===== config.mk =====
export PLATFORM = sky130hd
export DESIGN_NAME = arf_div
export DESIGN_NICKNAME = d
export VERILOG_FILES = /design/src/hw/rtl/arf_pkg.sv /design/src/hw/rtl/arf_div.sv
export SDC_FILE = /design/constraint.sdc
export NUM_CORES = 2
export LEC_CHECK = 0
export ABC_AREA = 1
export BUFFER_PORTS_ARGS = -buffer_cell sky130_fd_sc_hd__buf_2
export CORE_ASPECT_RATIO = 1.1
export CORE_MARGIN = 3
export CORE_UTILIZATION = 50
export DETAILED_ROUTE_END_ITERATION = 8
export PLACE_DENSITY = 0.66
export SETUP_SLACK_MARGIN = 0.2
export SYNTH_ARGS = -nofsm -noshare
export SYNTH_HDL_FRONTEND = slang
export SYNTH_SLANG_ARGS = --single-unit

===== constraint.sdc =====
create_clock -name clk -period 9.5 [get_ports clk]
set_input_delay 2.85 -clock clk [delete_from_list [all_inputs] [get_ports clk]]
set_output_delay 2.85 -clock clk [all_outputs]
set_load 0.03 [all_outputs]

===== src/hw/rtl/arf_pkg.sv =====
// Shared types, codes and helper functions of the aspect-ratio rectangle fit.
package arf_pkg;

    localparam int DIV_STAGES = 8;
    localparam int DIV_STEPS_PER_STAGE = 4;
    localparam int PIPE_DEPTH = DIV_STAGES + 4;

    localparam logic [3:0] ALIGN_NONE      = 4'd0;
    localparam logic [3:0] ALIGN_XMIN_YMIN = 4'd1;
    localparam logic [3:0] ALIGN_XMID_YMIN = 4'd2;
    localparam logic [3:0] ALIGN_XMAX_YMIN = 4'd3;
    localparam logic [3:0] ALIGN_XMIN_YMID = 4'd4;
    localparam logic [3:0] ALIGN_XMID_YMID = 4'd5;
    localparam logic [3:0] ALIGN_XMAX_YMID = 4'd6;
    localparam logic [3:0] ALIGN_XMIN_YMAX = 4'd7;
    localparam logic [3:0] ALIGN_XMID_YMAX = 4'd8;
    localparam logic [3:0] ALIGN_XMAX_YMAX = 4'd9;

    typedef enum logic [1:0]
    {
        PART_MIN,
        PART_MID,
        PART_MAX
    } part_t;

    // Per-request data that rides alongside the divider stages.
    typedef struct packed
    {
        logic signed [31:0] pos_x;
        logic signed [31:0] pos_y;
        logic [30:0]        box_width;
        logic [30:0]        box_height;
        logic [14:0]        tex_width;
        logic [14:0]        tex_height;
        part_t              x_part;
        part_t              y_part;
        logic               slice_mode;
        logic               pass_box;
        logic               empty;
    } side_t;

    // Partial remainder and the dividend word that the quotient shifts into.
    typedef struct packed
    {
        logic [14:0] rem;
        logic [31:0] word;
    } div_state_t;

    function automatic div_state_t div_step(div_state_t s, logic [14:0] d);
        logic [15:0] r16;
        div_state_t  t;
        t = s;
        for (int i = 0; i < DIV_STEPS_PER_STAGE; i++)
        begin
            r16 = {t.rem, t.word[31]};
            if (r16 >= {1'b0, d})
            begin
                r16    = r16 - {1'b0, d};
                t.word = {t.word[30:0], 1'b1};
            end
            else
            begin
                t.word = {t.word[30:0], 1'b0};
            end
            t.rem = r16[14:0];
        end
        return t;
    endfunction

    function automatic part_t x_part_of(logic [3:0] a);
        part_t p;
        case (a)
            ALIGN_XMID_YMIN, ALIGN_XMID_YMID, ALIGN_XMID_YMAX: p = PART_MID;
            ALIGN_XMAX_YMIN, ALIGN_XMAX_YMID, ALIGN_XMAX_YMAX: p = PART_MAX;
            default: p = PART_MIN;
        endcase
        return p;
    endfunction

    function automatic part_t y_part_of(logic [3:0] a);
        part_t p;
        case (a)
            ALIGN_XMIN_YMID, ALIGN_XMID_YMID, ALIGN_XMAX_YMID: p = PART_MID;
            ALIGN_XMIN_YMAX, ALIGN_XMID_YMAX, ALIGN_XMAX_YMAX: p = PART_MAX;
            default: p = PART_MIN;
        endcase
        return p;
    endfunction

endpackage


===== src/hw/rtl/arf_div.sv =====
// Pipelined restoring divider, 31-bit dividend by 15-bit divisor, four bits per stage.
module arf_div
    import arf_pkg::*;
(
    input  logic                  clk,
    input  logic [DIV_STAGES-1:0] en,
    input  logic [30:0]           dividend,
    input  logic [14:0]           divisor,
    output logic [30:0]           quotient
);

    div_state_t  st_reg [DIV_STAGES];
    logic [14:0] d_reg  [DIV_STAGES];

    always_ff @(posedge clk)
    begin
        if (en[0])
        begin
            st_reg[0] <= div_step('{rem: 15'd0, word: {1'b0, dividend}}, divisor);
            d_reg[0]  <= divisor;
        end
        for (int j = 1; j < DIV_STAGES; j++)
        begin
            if (en[j])
            begin
                st_reg[j] <= div_step(st_reg[j-1], d_reg[j-1]);
                d_reg[j]  <= d_reg[j-1];
            end
        end
    end

    assign quotient = st_reg[DIV_STAGES-1].word[30:0];

endmodule


Word-level counts from Yosys, hierarchy flattened

Memory sizes are Yosys's and may differ from the RTL's.
Cells that the tools add are included.

Register bits: 0
RAM bits: 496
Input bits: 55
Output and inout bits: 31
Memories: 2

Add/sub/neg operators: 32
$lt $le $gt $ge: 32
Muxes and demuxes: 144

Memories:

| name   | depth | bits a word | rd ports | clocked after Yosys merged registers in | write ports | RTL line      | text |
|---|---|---|---|---|---|---|---|
| st_reg | 8     | 47          | 8        | 0                                       | 8           | arf_div.sv:12 | `div_state_t st_reg [DIV_STAGES];` |
| d_reg  | 8     | 15          | 7        | 0                                       | 8           | arf_div.sv:13 | `logic [14:0] d_reg [DIV_STAGES];` |

Operators by type and width:

| operator                                                           | number |
|---|---|
| 2-to-1 mux 32 bit                                                  | 32 |
| 2-to-1 mux 15 bit                                                  | 64 |
| greater-or-equal comparator 16 x 15 -> 1 bit                       | 31 |
| subtractor 15 bit                                                  | 31 |
| 2-to-1 mux 1 bit                                                   | 48 |
| greater-or-equal comparator 1 x 15 -> 1 bit (first input constant) | 1 |
| subtractor 1 x 15 -> 15 bit (first input constant)                 | 1 |

Logic depth before layout (Yosys ltp)

An unclocked memory read counts as a cell.

Word-level depth: 13
Gate-level depth with buffers: 60
Mapped depth without buffers: 58

Worst setup path after synthesis

OpenSTA, ideal clock, no wires.

Path type: input to register
Start: input port divisor[1]
End: memory st_reg[0][36] in the netlist's numbering (data pin)
Data arrival time: 8.475 ns
Data required time: 9.244 ns
Setup slack: 0.769 ns
Stages: 45
Buffers on the path: 3
Cell sequence: inv_1 -> ha_1 -> nand2_1 -> nor3_1 -> nand3_1 -> nand2_1 -> nand2_1 -> inv_1 -> ha_1 -> a21oi_1 -> o21ai_0 -> a21oi_1 -> nand2_1 -> nand2_1 -> nand2_1 -> buf_4 -> inv_2 -> o21ai_0 -> [9 not listed] -> nor2_2 -> buf_2 -> nand2_1 -> o21ai_0 -> ha_1 -> a21oi_1 -> inv_1 -> nor2_1 -> inv_1 -> nand3_1 -> o2111ai_1 -> o21ai_0 -> nand2_1 -> a21o_1 -> nand3b_1 -> buf_2 -> o21ai_0 -> nand2_1

RTL lines:

| what               | RTL line      | text |
|---|---|---|
| start: declaration | arf_div.sv:8  | `input logic [14:0] divisor,` |
| end: declaration   | arf_div.sv:12 |  |

==> summary.txt <==
max reg flops -> 353
mapped cell area -> 41110 sq um
Worst Tran Pin Value -> 1.017 ns
Synth top cells by count -> nand2_1 (1445), inv_1 (591), ha_1 (466)
gpl congestion -> 0.9541
critical path's top delay family -> simple AND/OR/NAND/NOR gates
Mapped Cells -> 5237
layout cells sized above 1 -> 8.147%
fin area -> 45090 sq um
Worst path max stage delay -> 0.37 ns
final cycle utilization of the critical path -> 91.52%
Worst-path clk slew -> 0.08 ns
Period minus WS final -> 8.694 ns
Yosys top cell area share -> 33.45%
die span in y -> 306.7 microns
Post-synth ARST share -> 0%
area of placed instances -> 43020 sq um
first-pass GRT wire length -> 172200 microns
hold crit path type -> register to register
TritonCTS buffer count -> 53
DRT Pass-1 Iters -> 8
total congestion overflow -> 0
Initial Util -> 50.84%
Yosys Warn Count -> 0
PortBufs -> 85
unrepaired setup endpoints after global routing -> false
Layout Nets -> 5960
ANT nets after route -> 0
H-tree Lvls -> 2
die width -> 279.4 microns
antenna violations before repair -> 1
hold_ws -> 0.4069 ns
Critical Path End Type -> register
CP dominant cell by count -> nand2_1
die area -> 85710 sq um
critical path peak fanout -> 11
CTS root buf -> clkbuf_16
hold_buf cts -> 0
Slew HR -> 32.22%
DR iter-0 viols -> 2375
Final Hold Fails -> 0
Final Util -> 55.76%
Syn Nets -> 5788
Netlist cell types -> 57
status -> finished, final reports clean
worst path bufs/invs -> 6
vias per std cell -> 5.405
Most used DFF post-synth -> edfxtp_1
element type at the critical path start -> input pin
Clock Sinks -> 458
area leader, netlist -> edfxtp_1
Core Box Area -> 80870 sq um
vias after detailed routing -> 35160
WL final -> 108800 microns
Row Count -> 109
worst path arrival time -> 9.08 ns
vias in the first global route -> 33650
Ports -> 86
gr usage total -> 25.08%
count leader, synth -> nand2_1
CTS tree -> done
setup TNS -> 0 ns
final setup fails -> 0
Area Overhead vs Synth -> 9.684%
drt drc -> 0
Worst-Skew Late Latency -> 0.65 ns
max-cap check violation count -> 0
largest cells by area after synthesis -> edfxtp_1 (33%), ha_1 (14%), nand2_1 (13%)
slowest CP cell -> ha_1
EDFF count, synth -> 458
DR WL/cell -> 16.73 microns
deepest clock path buffer count -> 3
Critical Path RT -> 9.89 ns
pin count of the biggest net entering global routing -> 62
fmax -> 115.0 MHz
Clock Skew -> 0.04350 ns
Synth Register Bits -> 458
critical setup path kind -> input pin to register
post-synthesis sequential area ratio -> 33.45%
Detailed Place HPWL -> 88060 microns
Final Slew Violations -> 0
Mapped Avg Cell Area -> 7.851 sq um
[layout by cell type (no fill, tap or decap), types with 14 or more instances in the layout]
cell,count
nand3_2,17
a21oi_1,434
nand3b_1,26
nand3_1,251
o21ai_0,330
xnor2_1,143
a21oi_2,15
a31oi_1,18
nor4_1,14
buf_2,83
or2_2,32
nand4_1,58
nand2_1,1443
inv_1,585
nor3_1,57
o21bai_1,26
o2111ai_1,16
clkbuf_16,53
nand2_2,14
fa_1,29
o21a_1,17
a21o_1,57
o21ai_1,76
xor2_1,177
buf_4,129
ha_1,466
edfxtp_1,458
nor2_1,256
[metal layers]
| metal | vias to the layer above | routed length, microns | global-route usage [%] |
|---|---|---|---|
| li1 | 18220 | - | - |
| met1 | 15990 | 46240 | 30.36 |
| met2 | 708 | 54010 | 45.58 |
| met3 | 243 | 3800 | 2.528 |
| met4 | 0 | 4790 | 10.33 |
| met5 | - | 0 | 0 |
[worst register-to-register path: cells and delay by family (launching register included)]
| family | cells | cell delay [ns] |
|---|---|---|
| AND/OR/NAND/NOR | 27 | 3.40 |
| adder cells (fa/ha/maj) | 5 | 1.76 |
| AO/OA/AOI/OAI | 9 | 1.76 |
| buffers and inverters | 7 | 1.00 |
| flip-flops | 1 | 0.36 |
[final timing paths]
check                                         startpoint                       end  slack (ns)  cells past startpoint
worst min register to register   st_reg[1][56]$_DFFE_PP_  st_reg[1][107]$_DFFE_PP_        0.41                      0
worst max register to register  st_reg[0][125]$_DFFE_PP_  st_reg[0][178]$_DFFE_PP_        0.97                     48
worst max-delay path                          divisor[1]   st_reg[0][36]$_DFFE_PP_        0.81                     44
worst min-delay path             st_reg[1][56]$_DFFE_PP_  st_reg[1][107]$_DFFE_PP_        0.41                      0
[per-stage QoR]
step	worst slack [ns]	cells
floorplan	0.7690	5237
global placement	-0.09689	6384
detailed placement	-0.1338	6384
CTS	0.5195	6480
global route	0.1870	6504
finish	0.8059	6505
[cells by family after synthesis]
family,after synthesis,synth area share [%]
simple gates,2210,22.85
compound gates,1048,14.09
buf+inv,705,7.152
fa+ha+maj,496,15.64
flops,458,33.45
xor+xnor,320,6.817
[final cells by class]
cell class	count	area, sq um
timing repair inverter	1	7.507
tap	1054	1319
multi-input combinational	4074	24520
sequential	458	13750
antenna	1	2.502
inverter	605	2298
fill	7735	35780
clock buffer	58	1345
clock inverter	38	384.1
timing repair buffer	216	1464
[repair_timing]
item                                    in CTS  in global routing
resized for setup                            0                 51
buffers inserted                             0                 23
endpoints found under the setup margin       0                 97
Power is left out: the tool's default activity adds up to more than one toggle a clock period on the data nets, which glitch-free logic cannot reach.
