`src/hw/rtl/arf_pkg.sv`:
```
// Shared types, codes and helper functions of the aspect-ratio rectangle fit.
package arf_pkg;

    localparam int DIV_STAGES = 8;
    localparam int DIV_STEPS_PER_STAGE = 4;
    localparam int PIPE_DEPTH = DIV_STAGES + 4;

    localparam logic [3:0] ALIGN_NONE      = 4'd0;
    localparam logic [3:0] ALIGN_XMIN_YMIN = 4'd1;
    localparam logic [3:0] ALIGN_XMID_YMIN = 4'd2;
    localparam logic [3:0] ALIGN_XMAX_YMIN = 4'd3;
    localparam logic [3:0] ALIGN_XMIN_YMID = 4'd4;
    localparam logic [3:0] ALIGN_XMID_YMID = 4'd5;
    localparam logic [3:0] ALIGN_XMAX_YMID = 4'd6;
    localparam logic [3:0] ALIGN_XMIN_YMAX = 4'd7;
    localparam logic [3:0] ALIGN_XMID_YMAX = 4'd8;
    localparam logic [3:0] ALIGN_XMAX_YMAX = 4'd9;

    typedef enum logic [1:0]
    {
        PART_MIN,
        PART_MID,
        PART_MAX
    } part_t;

    // Per-request data that rides alongside the divider stages.
    typedef struct packed
    {
        logic signed [31:0] pos_x;
        logic signed [31:0] pos_y;
        logic [30:0]        box_width;
        logic [30:0]        box_height;
        logic [14:0]        tex_width;
        logic [14:0]        tex_height;
        part_t              x_part;
        part_t              y_part;
        logic               slice_mode;
        logic               pass_box;
        logic               empty;
    } side_t;

    // Partial remainder and the dividend word that the quotient shifts into.
    typedef struct packed
    {
        logic [14:0] rem;
        logic [31:0] word;
    } div_state_t;

    function automatic div_state_t div_step(div_state_t s, logic [14:0] d);
        logic [15:0] r16;
        div_state_t  t;
        t = s;
        for (int i = 0; i < DIV_STEPS_PER_STAGE; i++)
        begin
            r16 = {t.rem, t.word[31]};
            if (r16 >= {1'b0, d})
            begin
                r16    = r16 - {1'b0, d};
                t.word = {t.word[30:0], 1'b1};
            end
            else
            begin
                t.word = {t.word[30:0], 1'b0};
            end
            t.rem = r16[14:0];
        end
        return t;
    endfunction

    function automatic part_t x_part_of(logic [3:0] a);
        part_t p;
        case (a)
            ALIGN_XMID_YMIN, ALIGN_XMID_YMID, ALIGN_XMID_YMAX: p = PART_MID;
            ALIGN_XMAX_YMIN, ALIGN_XMAX_YMID, ALIGN_XMAX_YMAX: p = PART_MAX;
            default: p = PART_MIN;
        endcase
        return p;
    endfunction

    function automatic part_t y_part_of(logic [3:0] a);
        part_t p;
        case (a)
            ALIGN_XMIN_YMID, ALIGN_XMID_YMID, ALIGN_XMAX_YMID: p = PART_MID;
            ALIGN_XMIN_YMAX, ALIGN_XMID_YMAX, ALIGN_XMAX_YMAX: p = PART_MAX;
            default: p = PART_MIN;
        endcase
        return p;
    endfunction

endpackage

```
`src/hw/rtl/arf_fit.sv`:
```
// Scale choice, multiply and alignment stages that turn the two scales into the rectangle.
module arf_fit
    import arf_pkg::*;
(
    input  logic        clk,
    input  logic [2:0]  en,
    input  side_t       side,
    input  logic [30:0] scale_w,
    input  logic [30:0] scale_h,
    output logic        valid_res,
    output logic [31:0] center_x,
    output logic [31:0] center_y,
    output logic [30:0] rect_width,
    output logic [30:0] rect_height
);

    localparam logic signed [33:0] S32_MAX = 34'sd2147483647;
    localparam logic signed [33:0] S32_MIN = -34'sd2147483648;

    // Compare stage.
    side_t       c_side_reg;
    logic        c_use_h_reg;
    logic [14:0] c_mul_a_reg;
    logic [30:0] c_mul_b_reg;
    logic        use_h_next;

    // Multiply stage.
    side_t       m_side_reg;
    logic [30:0] m_rw_reg;
    logic [30:0] m_rh_reg;
    logic [45:0] prod;
    logic [30:0] prod_sat;
    logic [30:0] rw_next;
    logic [30:0] rh_next;

    // Align stage.
    logic        valid_res_reg;
    logic [31:0] center_x_reg;
    logic [31:0] center_y_reg;
    logic [30:0] rect_width_reg;
    logic [30:0] rect_height_reg;
    logic signed [33:0] dx, dy, ox, oy, cx, cy;
    logic [31:0] cx_sat, cy_sat;

    assign use_h_next = side.slice_mode ? (scale_w < scale_h) : (scale_w > scale_h);

    always_ff @(posedge clk)
    begin
        if (en[0])
        begin
            c_side_reg  <= side;
            c_use_h_reg <= use_h_next;
            c_mul_a_reg <= use_h_next ? side.tex_width : side.tex_height;
            c_mul_b_reg <= use_h_next ? scale_h : scale_w;
        end
    end

    always_comb
    begin
        prod     = {31'd0, c_mul_a_reg} * {15'd0, c_mul_b_reg};
        prod_sat = (prod[45:31] != 15'd0) ? 31'h7FFFFFFF : prod[30:0];
        rw_next  = c_side_reg.box_width;
        rh_next  = c_side_reg.box_height;
        if (!c_side_reg.pass_box)
        begin
            if (c_use_h_reg)
            begin
                rw_next = prod_sat;
            end
            else
            begin
                rh_next = prod_sat;
            end
        end
    end

    always_ff @(posedge clk)
    begin
        if (en[1])
        begin
            m_side_reg <= c_side_reg;
            m_rw_reg   <= rw_next;
            m_rh_reg   <= rh_next;
        end
    end

    always_comb
    begin
        dx = $signed({3'b000, m_side_reg.box_width}) - $signed({3'b000, m_rw_reg});
        dy = $signed({3'b000, m_side_reg.box_height}) - $signed({3'b000, m_rh_reg});
        // A middle alignment halves the slack, rounding toward zero.
        case (m_side_reg.x_part)
            PART_MID: ox = (dx + $signed({33'd0, dx[33]})) >>> 1;
            PART_MAX: ox = dx;
            default:  ox = '0;
        endcase
        case (m_side_reg.y_part)
            PART_MID: oy = (dy + $signed({33'd0, dy[33]})) >>> 1;
            PART_MAX: oy = dy;
            default:  oy = '0;
        endcase
        cx = $signed({{2{m_side_reg.pos_x[31]}}, m_side_reg.pos_x})
             + $signed({4'b0000, m_rw_reg[30:1]}) + ox;
        cy = $signed({{2{m_side_reg.pos_y[31]}}, m_side_reg.pos_y})
             + $signed({4'b0000, m_rh_reg[30:1]}) + oy;
        if (cx > S32_MAX)
        begin
            cx_sat = 32'h7FFFFFFF;
        end
        else if (cx < S32_MIN)
        begin
            cx_sat = 32'h80000000;
        end
        else
        begin
            cx_sat = cx[31:0];
        end
        if (cy > S32_MAX)
        begin
            cy_sat = 32'h7FFFFFFF;
        end
        else if (cy < S32_MIN)
        begin
            cy_sat = 32'h80000000;
        end
        else
        begin
            cy_sat = cy[31:0];
        end
    end

    always_ff @(posedge clk)
    begin
        if (en[2])
        begin
            valid_res_reg   <= !m_side_reg.empty;
            center_x_reg    <= m_side_reg.empty ? 32'd0 : cx_sat;
            center_y_reg    <= m_side_reg.empty ? 32'd0 : cy_sat;
            rect_width_reg  <= m_side_reg.empty ? 31'd0 : m_rw_reg;
            rect_height_reg <= m_side_reg.empty ? 31'd0 : m_rh_reg;
        end
    end

    assign valid_res   = valid_res_reg;
    assign center_x    = center_x_reg;
    assign center_y    = center_y_reg;
    assign rect_width  = rect_width_reg;
    assign rect_height = rect_height_reg;

endmodule

```
`config.mk`:
```
export PLATFORM = sky130hd
export DESIGN_NAME = arf_fit
export DESIGN_NICKNAME = d
export VERILOG_FILES = /design/src/hw/rtl/arf_pkg.sv /design/src/hw/rtl/arf_fit.sv
export SDC_FILE = /design/constraint.sdc
export NUM_CORES = 2
export LEC_CHECK = 0
export ABC_AREA = 1
export BUFFER_PORTS_ARGS = -buffer_cell sky130_fd_sc_hd__buf_2
export CORE_MARGIN = 1
export CORE_UTILIZATION = 60
export DETAILED_ROUTE_END_ITERATION = 7
export PLACE_DENSITY = 0.8
export SETUP_SLACK_MARGIN = 0.1
export SKIP_LAST_GASP = 1
export SLEW_MARGIN = 20
export SYNTH_ARGS = -nofsm -noshare
export SYNTH_HDL_FRONTEND = slang
export SYNTH_SLANG_ARGS = --single-unit
```
`constraint.sdc`:
```
create_clock -name clk -period 18.6 [get_ports clk]
set_input_delay 2.79 -clock clk [delete_from_list [all_inputs] [get_ports clk]]
set_output_delay 2.79 -clock clk [all_outputs]
set_load 0.01 [all_outputs]
```
======== After elaboration in Yosys (flattened, before gate mapping) ========
Index checks and enable logic that the tools add are counted.
word-level totals
  bits in registers ....................... 499
  input bits .............................. 229
  output and inout bits ................... 127
  logic and storage cells ................. 64
cells by class
  add/subtract/negate cells ............... 8
  multipliers ............................. 1
  order comparisons ....................... 6
  eq/ne operators ......................... 4
  multiplexer cells ....................... 14
  reduce and logical (&&, ||, !) cells .... 4
operators with widths
  cell                                                             number
  two-way mux 31 bit                                               8
  one-hot mux 34 bit (2 select lines)                              2
  adder 33 x 34 -> 34 bit                                          2
  greater-than comparator 34 x 32 -> 1 bit, second input constant  2
  < comparator 34 x 32 -> 1 bit, second input constant             2
  adder 32 x 2 -> 33 bit                                           2
  adder 32 x 31 -> 33 bit                                          2
  two-way mux 32 bit                                               2
  subtractor 31 x 31 -> 32 bit                                     2
  multiplier 15 x 31 -> 46 bit                                     1
  greater-than comparator 31 bit                                   1
  < comparator 31 bit                                              1
  two-way mux 15 bit                                               1
  nonzero test 15 bit                                              1
  equality test 2 x 1 -> 1 bit, second input constant              2
  equality test 2 bit, second input constant                       2
  OR reduction 2 bit                                               2
  zero test 1 bit                                                  1
  two-way mux 1 bit                                                1

======== Logic depth before layout (Yosys ltp) ========
  depth in word-level cells ............... 7
  mapped depth ............................ 43
  gate-level depth less buffers ........... 40

======== Worst setup path after synthesis ========
OpenSTA, ideal clock, no wires.
  path kind ............................... register to register
  start point ............................. register c_mul_b_reg[28]
  end point ............................... register m_rh_reg[0] (data pin)
  setup time .............................. 253 ps
  arrival ................................. 5704 ps
  data required time ...................... 18347 ps
  slack ................................... 12643 ps
  cell stages (with the launch flop) ...... 28
  path buffers ............................ 2
  clock period less this slack ............ 5957 ps
  cell sequence ........................... edfxtp_1 > clkbuf_1 > nand2_1 > fa_1 > inv_1 > fa_1 > inv_1 > fa_1 > fa_1 > inv_1 > fa_1 > fa_1 > ha_1 > nand2_1 > nor2_1 > inv_1 > nor2_1 > inv_1 > o21a_1 > nand3_1 > nand2_1 > nor2_1 > nand2_1 > nor2_4 > buf_6 > nand3_2 > nor2_1 > nor2_1
on the way
  cells in the longest elaborated chain, start to end .. 5
ends and longest elaborated chain
  item                          line           source
  start, declared               arf_fit.sv:24  logic [30:0] c_mul_b_reg;
  start signal, assigned        arf_fit.sv:54  c_mul_b_reg <= use_h_next ? scale_h : scale_w;
  multiplier 15 x 31 -> 46 bit  arf_fit.sv:60  prod = {31'd0, c_mul_a_reg} * {15'd0, c_mul_b_reg};
  nonzero test 15 bit           arf_fit.sv:61  prod_sat = (prod[45:31] != 15'd0) ? 31'h7FFFFFFF : prod[30:0];
  two-way mux 31 bit            arf_fit.sv:61
  two-way mux 31 bit            arf_fit.sv:66  if (c_use_h_reg)
  two-way mux 31 bit            arf_fit.sv:64  if (!c_side_reg.pass_box)
  via rh_next[0]                arf_fit.sv:34  logic [30:0] rh_next;
  end signal, assigned          arf_fit.sv:83  m_rh_reg <= rh_next;
  end, declared                 arf_fit.sv:30  logic [30:0] m_rh_reg;
The timed path passes the listed nets, and every way through them passes these cells.
A chain may end at the register's enable or synchronous reset.

======== Final worst setup path ========
  start point ............................. register c_mul_a_reg[1]
  end point ............................... register m_rw_reg[11] (data pin)
on the way
  cells in the longest elaborated chain, start to end .. 5
ends and longest elaborated chain
  item                            line           source
  start, declared                 arf_fit.sv:23  logic [14:0] c_mul_a_reg;
  start signal, assigned          arf_fit.sv:53  c_mul_a_reg <= use_h_next ? side.tex_width : side.tex_height;
  multiplier 15 x 31 -> 46 bit *  arf_fit.sv:60
  nonzero test 15 bit             arf_fit.sv:61
  two-way mux 31 bit *            arf_fit.sv:61
  two-way mux 31 bit *            arf_fit.sv:66
  two-way mux 31 bit *            arf_fit.sv:64
  via rw_next[11]                 arf_fit.sv:33  logic [30:0] rw_next;
  end signal, assigned            arf_fit.sv:82  m_rw_reg <= rw_next;
  end, declared                   arf_fit.sv:29  logic [30:0] m_rw_reg;
The timed path passes the listed nets; every way through them passes the cells marked *.

==> qor.tcl <==
set qor(outcome) {completed}
set qor(ctsLongestPathBuffers) 3
set qor(design.final.nets) 7057
set qor(antenna_violating_nets_post_route) 0
set qor(syn-instance-count) 5821
set qor(worst-endpoint-required_ns) 18.96
set qor(portBuffers) 355
set qor(drt_pass1_iterations) 6
set qor(post_cts_resized) 0
set qor(report.final.hold_viol_count) 0
set qor(gr-total-overflow) 0
set qor(setup-violations-final) 0
set qor(grt_pass1_vias) 39370
set qor(grt_start_max_net_pins) 78
set qor(nFillCells) 6538
set qor(clock_insertion_delay_worst_skew_ns) 0.67
set qor(start_kind) {register}
set qor(cts_tree) {done}
set qor(timing.setup.tns_ns) 0
set qor(synth.cells.most_frequent) {nand2_1 (1,651), inv_1 (1,173), nor2_1 (543), edfxtp_1 (499), fa_1 (439)}
set qor(remaining_drc_errors) 0
set qor(critical_path.endpoint_type) {register}
set qor(crit_path_frequent_cell) {fa_1}
set qor(critPathSlowestCell) {edfxtp_1}
set qor(syn_nets) 6766
set qor(rsz0062_at_grt) {false}
set qor(flip_flop_count_of_the_largest_register_after_layout) 132
set qor(die_boundary_width_um) 282
set qor(fmaxAchievable_ghz) 0.125
set qor(post_route_cells_drive_above_1_share_pct) 10.2
set qor(skew_ns) 0.0471
set qor(start_util_pct) 60.7
set qor(place_congestion) 1.00
set qor(postCtsSetupRepairBufs) 0
set qor(cp.buffers_inverters) 3
set qor(place_area_mm2) 0.0497
set qor(yosys-top-cells-area) {edfxtp_1 (32%), fa_1 (19%), nand2_1 (13%)}
set qor(synth_edf_count) 499
set qor(layout_worst_path_cycle_share_pct) 43.1
set qor(longest_individual_stage_delay_on_the_worst_path_ns) 1.11
set qor(post_drt_via_cell_ratio) 5.48
set qor(ys_dominant_reg_cell) {edfxtp_1}
set qor(final_area_mm2) 0.0515
set qor(crit_path_cell_trace) {nand2_1 > inv_1 > fa_1 > fa_1 > fa_1 > inv_1 > fa_1 > fa_1 > inv_1 > fa_1 > ha_1 > nand2_1 > nor2_1 > nand4_1 > nor2_1 > nand3_1 > nand4_1 > nand2_1 > nor2_1 > nand2_1 > nor2_4 > nand3_2 > nor2_1 > nor2_1}
set qor(worst_ep_arrival_time_ns) 8.38
set qor(detailedPlace.worstSlack_ns) 10.62
set qor(routed-via-count) 39449
set qor(crit_type) {register to register}
set qor(areaGrowthSynthToFinish_pct) 9.51
set qor(timing.critical_path.max_delay_family) {adder cells}
set qor(yosysTopAreaCellShare_pct) 31.9
set qor(post-synth-top-count-cell) {nand2_1}
set qor(postSynth.asyncResetShare_pct) 0
set qor(transition_time_at_the_pin_with_the_least_slew_margin_ns) 1.14
set qor(numCtsBuffers) 52
set qor(place_hpwl_um) 109000
set qor(cts.reportedPaths.clkPinSlew_ns) 0.07
set qor(clock_tree.htree_level_count) 2
set qor(drt-wirelength-per-cell_um) 18.6
set qor(yosys_register_bits) 499
set qor(timing.final.ws_setup_ns) 10.59
set qor(layout_min_cycle_time_ns) 8.01
set qor(grt.total_usage_pct) 34.2
set qor(drt_iter0_markers) 3372
set qor(timing.slew.headroom_pct) 23.7
set qor(drv_slew) 0
set qor(grt_pass1_wl_um) 208000
set qor(max_cap_violations) 0
set qor(yosys.area.top_type) {edfxtp_1}
set qor(die_y_um) 282
set qor(cts_hold_repair.buffers) 0
set qor(post_syn_area_per_cell_um2) 8.08
set qor(number_of_unique_standard_cell_types_used_by_synthesis) 56
set qor(route.final.wire_length_um) 134000
set qor(synth.cell_area_mm2) 0.0470
set qor(num_io_pins) 356
set qor(cts_root_buf) {clkbuf_16}
set qor(worstPathMaxFanout) 31
set qor(initial_antenna_violation_count) 1
set qor(yosysSeqAreaShare_pct) 31.9
set qor(yosys_warnings) 0
set qor(design.die.area_mm2) 0.0795
set qor(timing.hold.worst.class) {register to register}
set qor(tritoncts_num_sinks) 499
set qor(row_count) 102
set qor(design.core.area_mm2) 0.0775
==> layer usage <==
layer	wire length [um]	up-vias	track usage [%]
met4	5870	0	14.3
met5	0	-	0
met1	52900	18730	43.2
met2	64300	1714	58.2
met3	10800	346	5.56
li1	-	18659	-
==> path summary, 6_finish.rpt <==
path | start | end | slack [ns] | cells after the start
worst max-delay path | c_mul_a_reg[1]$_DFFE_PP_ | m_rw_reg[11]$_DFFE_PP_ | 10.59 | 24
worst max register to register | c_mul_a_reg[1]$_DFFE_PP_ | m_rw_reg[11]$_DFFE_PP_ | 10.59 | 24
worst min-delay path | c_side_reg[125]$_DFFE_PP_ | m_side_reg[125]$_DFFE_PP_ | 0.41 | 0
worst min register to register | c_side_reg[125]$_DFFE_PP_ | m_side_reg[125]$_DFFE_PP_ | 0.41 | 0
==> area by class of cell <==
class / count / area [um^2] / share of cell area [%]
Multi-Input combinational cell: 3983 / 26900 / 52.3
Sequential cell: 499 / 15000 / 29.1
Inverter: 1194 / 4480 / 8.70
Timing Repair Buffer: 382 / 2010 / 3.91
Clock buffer: 59 / 1330 / 2.58
Tap cell: 1040 / 1300 / 2.53
Clock inverter: 39 / 449 / 0.872
Antenna cell: 2 / 5.00 / 0.00972
==> cells by family after synthesis <==
kind of cell | synth area share, %
AND/OR/NAND/NOR | 24.4
buffers and inverters | 10.9
adder cells (fa/ha/maj) | 26.1
flip-flops | 31.9
AO/OA/AOI/OAI | 5.05
XOR/XNOR | 1.73
==> cells in the final DEF (no fill, tap or decap), drive strengths merged, types with 12 or more instances in the layout <==
cell       n
edfxtp   499
ha       277
nor2     585
clkinv    30
nand2   1686
clkbuf    61
nand3b    12
a21oi    249
inv     1195
xor2      54
fa       439
nand3    349
buf      380
o21bai    13
xnor2     38
nor3      31
o21a      12
nand4     56
o21ai    131
==> metrics by stage <==
step	cells	hold WS (ns)	util, %
finish	7198	0.413	66.5
global route	7196	0.414	66.5
CTS	7194	0.414	66.4
detailed placement	7096	0.405	64.1
global placement	7096	0.401	64.1
floorplan	5821	0.400	-
Power is not shown: default switching activity piles up to over one toggle a cycle in this logic, so the estimate is an artifact.
